**src/hdl/bdgc_pkg.sv**
```systemverilog
// ----------------------------------------------------------------------------
// bdgc_pkg: shared types and constants for the button gesture classifier
// Gesture codes, configuration register indexes and register reset values.
// ----------------------------------------------------------------------------
package bdgc_pkg;

    // Widths of the fixed fields
    localparam int GESTURE_W = 2;
    localparam int TIME_W    = 32;
    localparam int CFG_W     = 16;
    localparam int CFG_IDX_W = 2;

    // Gesture reported with each item
    typedef enum logic [GESTURE_W-1:0] {
        GESTURE_NONE   = 2'd0,
        GESTURE_SINGLE = 2'd1,
        GESTURE_DOUBLE = 2'd2,
        GESTURE_LONG   = 2'd3
    } t_gesture;

    // Configuration register indexes
    typedef enum logic [CFG_IDX_W-1:0] {
        CFG_DEBOUNCE_WINDOW = 2'd0,
        CFG_LONG_LIMIT      = 2'd1,
        CFG_SHORT_LIMIT     = 2'd2,
        CFG_DOUBLE_GAP      = 2'd3
    } t_cfg_index;

    // Register values after reset, in milliseconds
    localparam logic [CFG_W-1:0] RST_DEBOUNCE_WINDOW = 16'd30;
    localparam logic [CFG_W-1:0] RST_LONG_LIMIT      = 16'd800;
    localparam logic [CFG_W-1:0] RST_SHORT_LIMIT     = 16'd400;
    localparam logic [CFG_W-1:0] RST_DOUBLE_GAP      = 16'd300;

endpackage

```
**src/hdl/button_debounce_gesture_classifier.sv**
```systemverilog
// ----------------------------------------------------------------------------
// button_debounce_gesture_classifier: debounced single/double/long detector
// Each item is one poll (raw level and millisecond time); each gives one code.
// ----------------------------------------------------------------------------
// Usage:
//   Input channel : i_in_valid / o_in_stall carry one poll per item, with
//                   i_raw_pressed and the 32-bit time i_now_ms.
//   Output channel: o_out_valid / i_out_stall carry one gesture per poll
//                   (0 none, 1 single, 2 double, 3 long hold).
//   Config port   : i_cfg_we writes i_cfg_data to the register at
//                   i_cfg_index; write only while no item is in flight.
//   Result path   : each gesture is registered in the result register or skid.
//   Throughput    : one poll per cycle while o_in_stall is low; the
//                   debounce, press timing and gap checks are one pass
//                   of adds and compares on the state registers at acceptance.
//   Stall         : a two-entry output stage (result register plus skid)
//                   holds results; o_in_stall rises only when both are full.
//   Reset         : registers return to their defaults, the button is taken
//                   as released, and no result is pending.
module button_debounce_gesture_classifier (
    input  logic                                i_clk,
    input  logic                                i_rst_n,
    // input channel
    input  logic                                i_in_valid,
    output logic                                o_in_stall,
    input  logic                                i_raw_pressed,
    input  logic [bdgc_pkg::TIME_W-1:0]         i_now_ms,
    // output channel
    output logic                                o_out_valid,
    input  logic                                i_out_stall,
    output logic [bdgc_pkg::GESTURE_W-1:0]      o_gesture,
    // configuration
    input  logic                                i_cfg_we,
    input  logic [bdgc_pkg::CFG_IDX_W-1:0]      i_cfg_index,
    input  logic [bdgc_pkg::CFG_W-1:0]          i_cfg_data
);
    import bdgc_pkg::*;

    // Configuration registers
    logic [CFG_W-1:0]  r_debounce_window;
    logic [CFG_W-1:0]  r_long_limit;
    logic [CFG_W-1:0]  r_short_limit;
    logic [CFG_W-1:0]  r_double_gap;

    // Classifier state
    logic              r_stable_level;
    logic              r_previous_raw;
    logic [TIME_W-1:0] r_debounce_deadline;
    logic              r_press_tracked;
    logic [TIME_W-1:0] r_press_start;
    logic              r_single_pending;
    logic [TIME_W-1:0] r_single_deadline;
    t_gesture          r_latched_code;

    // Next state
    logic              n_stable_level;
    logic              n_previous_raw;
    logic [TIME_W-1:0] n_debounce_deadline;
    logic              n_press_tracked;
    logic [TIME_W-1:0] n_press_start;
    logic              n_single_pending;
    logic [TIME_W-1:0] n_single_deadline;
    t_gesture          n_latched_code;
    t_gesture          n_code;

    // Output stage
    logic              r_out_valid;
    t_gesture          r_out_code;
    logic              r_skid_valid;
    t_gesture          r_skid_code;

    logic              w_accept;
    logic              w_take;
    logic [TIME_W-1:0] w_armed_deadline;
    logic              w_window_open;
    logic              w_stable_edge;
    logic [TIME_W-1:0] w_held;

    assign o_in_stall  = r_skid_valid;
    assign w_accept    = i_in_valid && !r_skid_valid;
    assign w_take      = r_out_valid && !i_out_stall;
    assign o_out_valid = r_out_valid;
    assign o_gesture   = r_out_code;

    // Work out one poll: debounce, classify the stable edge, pick the code
    always_comb begin
        n_previous_raw    = i_raw_pressed;
        n_press_tracked   = r_press_tracked;
        n_press_start     = r_press_start;
        n_single_pending  = r_single_pending;
        n_single_deadline = r_single_deadline;
        n_latched_code    = r_latched_code;
        n_code            = GESTURE_NONE;
        w_held            = i_now_ms - r_press_start;

        // arm the debounce window on a raw change
        if (i_raw_pressed != r_previous_raw) begin
            w_armed_deadline = i_now_ms + {{(TIME_W-CFG_W){1'b0}}, r_debounce_window};
        end else begin
            w_armed_deadline = r_debounce_deadline;
        end
        w_window_open       = (w_armed_deadline != '0) && (i_now_ms < w_armed_deadline);
        n_debounce_deadline = w_window_open ? w_armed_deadline : '0;
        w_stable_edge       = !w_window_open && (i_raw_pressed != r_stable_level);
        n_stable_level      = w_stable_edge ? i_raw_pressed : r_stable_level;

        // classify the press on a stable edge
        if (w_stable_edge) begin
            if (i_raw_pressed) begin
                if (!r_press_tracked) begin
                    n_press_tracked = 1'b1;
                    n_press_start   = i_now_ms;
                end
            end else if (r_press_tracked) begin
                n_press_tracked = 1'b0;
                if (w_held >= {{(TIME_W-CFG_W){1'b0}}, r_long_limit}) begin
                    n_single_pending = 1'b0;
                    n_latched_code   = GESTURE_LONG;
                end else if (w_held <= {{(TIME_W-CFG_W){1'b0}}, r_short_limit}) begin
                    if (r_single_pending) begin
                        n_single_pending = 1'b0;
                        n_latched_code   = GESTURE_DOUBLE;
                    end else begin
                        n_single_pending  = 1'b1;
                        n_single_deadline = i_now_ms
                                          + {{(TIME_W-CFG_W){1'b0}}, r_double_gap};
                    end
                end
            end
        end

        // latched code first, then a due single
        if (n_latched_code != GESTURE_NONE) begin
            n_code         = n_latched_code;
            n_latched_code = GESTURE_NONE;
        end else if (n_single_pending && !n_stable_level
                     && (i_now_ms >= n_single_deadline)) begin
            n_single_pending = 1'b0;
            n_code           = GESTURE_SINGLE;
        end
    end

    // Hold configuration registers
    always_ff @(posedge i_clk) begin
        if (!i_rst_n) begin
            r_debounce_window <= RST_DEBOUNCE_WINDOW;
            r_long_limit      <= RST_LONG_LIMIT;
            r_short_limit     <= RST_SHORT_LIMIT;
            r_double_gap      <= RST_DOUBLE_GAP;
        end else if (i_cfg_we) begin
            unique case (t_cfg_index'(i_cfg_index))
                CFG_DEBOUNCE_WINDOW: r_debounce_window <= i_cfg_data;
                CFG_LONG_LIMIT:      r_long_limit      <= i_cfg_data;
                CFG_SHORT_LIMIT:     r_short_limit     <= i_cfg_data;
                CFG_DOUBLE_GAP:      r_double_gap      <= i_cfg_data;
                default:             r_double_gap      <= r_double_gap;
            endcase
        end
    end

    // Advance classifier state on each accepted item
    always_ff @(posedge i_clk) begin
        if (!i_rst_n) begin
            r_stable_level      <= 1'b0;
            r_previous_raw      <= 1'b0;
            r_debounce_deadline <= '0;
            r_press_tracked     <= 1'b0;
            r_press_start       <= '0;
            r_single_pending    <= 1'b0;
            r_single_deadline   <= '0;
            r_latched_code      <= GESTURE_NONE;
        end else if (w_accept) begin
            r_stable_level      <= n_stable_level;
            r_previous_raw      <= n_previous_raw;
            r_debounce_deadline <= n_debounce_deadline;
            r_press_tracked     <= n_press_tracked;
            r_press_start       <= n_press_start;
            r_single_pending    <= n_single_pending;
            r_single_deadline   <= n_single_deadline;
            r_latched_code      <= n_latched_code;
        end
    end

    // Hold results in the output register and the skid entry
    always_ff @(posedge i_clk) begin
        if (!i_rst_n) begin
            r_out_valid  <= 1'b0;
            r_skid_valid <= 1'b0;
        end else if (w_take) begin
            if (r_skid_valid) begin
                r_out_valid  <= 1'b1;
                r_skid_valid <= 1'b0;
            end else begin
                r_out_valid  <= w_accept;
            end
        end else if (w_accept) begin
            if (r_out_valid) begin
                r_skid_valid <= 1'b1;
            end else begin
                r_out_valid  <= 1'b1;
            end
        end
    end

    // Move payload alongside the valid flags
    always_ff @(posedge i_clk) begin
        if (w_take) begin
            r_out_code <= r_skid_valid ? r_skid_code : n_code;
        end else if (w_accept && !r_out_valid) begin
            r_out_code <= n_code;
        end
        if (!w_take && w_accept && r_out_valid) begin
            r_skid_code <= n_code;
        end
    end

endmodule

```
**config.mk**
```make
export PLATFORM = sky130hd
export DESIGN_NAME = button_debounce_gesture_classifier
export DESIGN_NICKNAME = d
export VERILOG_FILES = /design/src/hdl/bdgc_pkg.sv /design/src/hdl/button_debounce_gesture_classifier.sv
export SDC_FILE = /design/constraint.sdc
export NUM_CORES = 1
export LEC_CHECK = 0
export ABC_AREA = 1
export BUFFER_PORTS_ARGS = -buffer_cell sky130_fd_sc_hd__buf_2
export CAP_MARGIN = 5
export CORE_MARGIN = 2
export CORE_UTILIZATION = 50
export DETAILED_ROUTE_END_ITERATION = 10
export GPL_TIMING_DRIVEN = 1
export HOLD_SLACK_MARGIN = 0.03
export PLACE_DENSITY = 0.71
export SLEW_MARGIN = 20
export SYNTH_ARGS = -nofsm -noshare
export SYNTH_HDL_FRONTEND = slang
export SYNTH_SLANG_ARGS = --single-unit
```
**constraint.sdc**
```tcl
create_clock -name i_clk -period 12.54 [get_ports i_clk]
set_input_delay 0.627 -clock i_clk [delete_from_list [all_inputs] [get_ports i_clk]]
set_output_delay 0.627 -clock i_clk [all_outputs]
set_load 0.005 [all_outputs]
```
==> metrics <==
DP Worst Slack 5000 ps; Final nets 2677; postcts setup bufs 0; Hold Startpoint r_press_start[12]; detailed placer's ending HPWL 34.8 mm; IO Count 60; syn_nets 2650; Min Hold Slack 461 ps; row count 62; period utilisation layout 0.570; fin area 16000 um2; routed wire length per instance 15.6 um; GR Overflow Total 0; Peak Freq 140 MHz; max incr delay on CP 490 ps; setup_tns 0 ps; Clock Path Buffers 2; Rel. slew slack 0.293; YS warnings 0; worst-path fanout max 55; worst slew pin tran 1060 ps; DR pass1 iterations 7; Worst-path clk slew 70 ps; max-slew violations 0; Core ar. 28900 um2; CTS tree yes; layout cell share with drive strength beyond 1 0.0590; vias in the first global route 14000; DRC Markers 0; Setup-failing EPs final 0; Leak 8.26 nW; register-to-register setup slack 5410 ps; synthesis-to-finish area growth 8.17%; vias 15100; synthesized cell area 14800 um2; antenna violations before repair 0; Final Hold Viols 0; 1st-iter DRT viols 1354; Mean Syn Cell Area 6.07 um2; CTS resizes 0; post-synthesis cell type count 50; fin util 0.553; Worst Hold Path Cells 2; post-synthesis sequential area ratio 0.236; final worst slack 5390 ps; post-synthesis cell count 2433; outcome complete, no violations; cts bufs inserted 17; CTS Root Cell clkbuf_16; post-layout min period 7150 ps; maximum vdd drop 0.0763 mV; CTS sink cnt 172; Routed WL 44.5 mm; RSZ-0062 raised after global routing no; PD cells 106 nW/um2; IO Port Bufs 59; Routed Antenna Nets 0; Yosys reg bits 172; Min-Delay Path Class reg2reg; Die Width 176 um; Worst Path Arrival 7360 ps; most frequent cells in the layout 682 x nand2_1, 454 x inv_1, 198 x a21oi_1; Die Area 30900 um2; clock skew 15.7 ps; most common cell after layout, fill and taps aside nand2_1; Die H 176 um; Worst Setup Start Kind input pin; DR vias/cell 5.29; critical path class in2reg; Hold-fix buffers, CTS 0; CP most frequent cell nand2_1; total track usage 0.292; Reg2Reg Depth 44; ANT cells 0; first-pass GRT wire length 71.2 mm; GPL Wtd Cong 0.943; Initial Util 0.511; latest clock arrival within the worst-skew pair 460 ps; reg-to-reg critical path endpoint o_gesture[0]; H-tree levels 4; total of max-cap violations 0; reg2reg start r_debounce_window[0]; Worst Path Required 12750 ps; Post-DP Area 15300 um2; Critical-path top delay cell buf_4; largest net degree at the start of global routing 78; Hold Path Sink r_press_start[12]; CP endpoint kind flop
-- logic make-up (layout without fill, tap and decap cells) --
kind of cell / after synthesis / in the layout / synth area share
buf+inv: 518 / 558 / 0.134
mux: 1 / 1 / 0.000678
simple gates: 1113 / 1113 / 0.315
fa+ha+maj: 161 / 161 / 0.138
xor+xnor: 38 / 38 / 0.0226
flops: 172 / 172 / 0.236
compound gates: 430 / 430 / 0.154
-- cell type report --
cell class,instances,area [um2]
Clock inverter,15,196
Inverter,459,1720
Clock buffer,17,425
Tap cell,384,480
Timing Repair Buffer,67,355
Multi-Input combinational cell,1743,9300
Fill cell,3043,12900
Sequential cell,172,3480
-- Yosys cell counts, drive strengths merged --
cell,n,area (um2)
or3,1,6.26
o21ai,190,958
dfxtp,168,3360
o221a,1,11.3
xnor2,9,78.8
nor4,1,6.26
a21o,4,30.0
a211oi,7,52.6
nand3b,6,45.0
o21a,4,30.0
clkbuf,46,173
o211ai,11,82.6
a2111o,1,11.3
a21boi,4,30.0
mux2i,1,10.0
ha,158,1980
o22ai,2,12.5
a31oi,3,18.8
o221ai,2,17.5
edfxtp,4,120
nor2,206,825
nor4b,1,8.76
and2,7,43.8
nand3,132,676
or2,17,106
fa,3,60.1
inv,459,1720
nor3,25,135
xor2,29,254
a21oi,198,991
buf,13,81.3
nand4,29,196
o21bai,2,15.0
a221oi,1,8.76
nand2,688,2600
-- metal layers --
metal | track usage | vias up | routed length [um]
met3 | 0.0368 | 75 | 2490
met4 | 0.0971 | 0 | 1260
met1 | 0.385 | 6857 | 20100
met5 | 0 | - | 0
li1 | - | 7764 | -
met2 | 0.493 | 409 | 20600
-- registers in the layout (all words and copies together) (netlist names) --
register	flops
r_latched_code	2
r_debounce_window	16
r_previous_raw	1
r_skid_code	2
r_single_deadline	32
r_long_limit	16
o_out_valid	1
r_debounce_deadline	32
o_in_stall	1
r_press_tracked	1
r_double_gap	16
r_short_limit	16
r_press_start	32
r_stable_level	1
o_gesture	2
r_single_pending	1
-- how the worst max path moves through the flow --
stage / start / endpoint / slack, ps / cells after the start
global placement: i_now_ms[1] / o_gesture[0] / 5230 / 44
CTS: i_now_ms[1] / o_gesture[0] / 5450 / 44
floorplan: i_now_ms[0] / o_gesture[0] / 7090 / 41
finish: i_now_ms[1] / o_gesture[0] / 5390 / 44
global route: i_now_ms[1] / o_gesture[0] / 4720 / 44
detailed placement: i_now_ms[1] / o_gesture[0] / 5000 / 44
-- power by group --
part	switching [mW]	internal, mW
clock	0.271	0.289
combinational	0.361	0.186
sequential	0.0133	0.579
-- worst max-delay path: cells and delay by family --
kind | cells | cell delay, ps
AOI/OAI and AO/OA | 8 | 1460
adders and majority gates | 3 | 1030
buffers and inverters | 7 | 1330
and+or+nand+nor | 26 | 2880
-- stage by stage --
stage,instances,total power [mW]
floorplan,2433,0.993
global placement,2825,1.13
detailed placement,2825,1.14
CTS,2857,1.70
global route,2857,1.81
finish,2857,1.70
(Power assumes the default switching activity.)
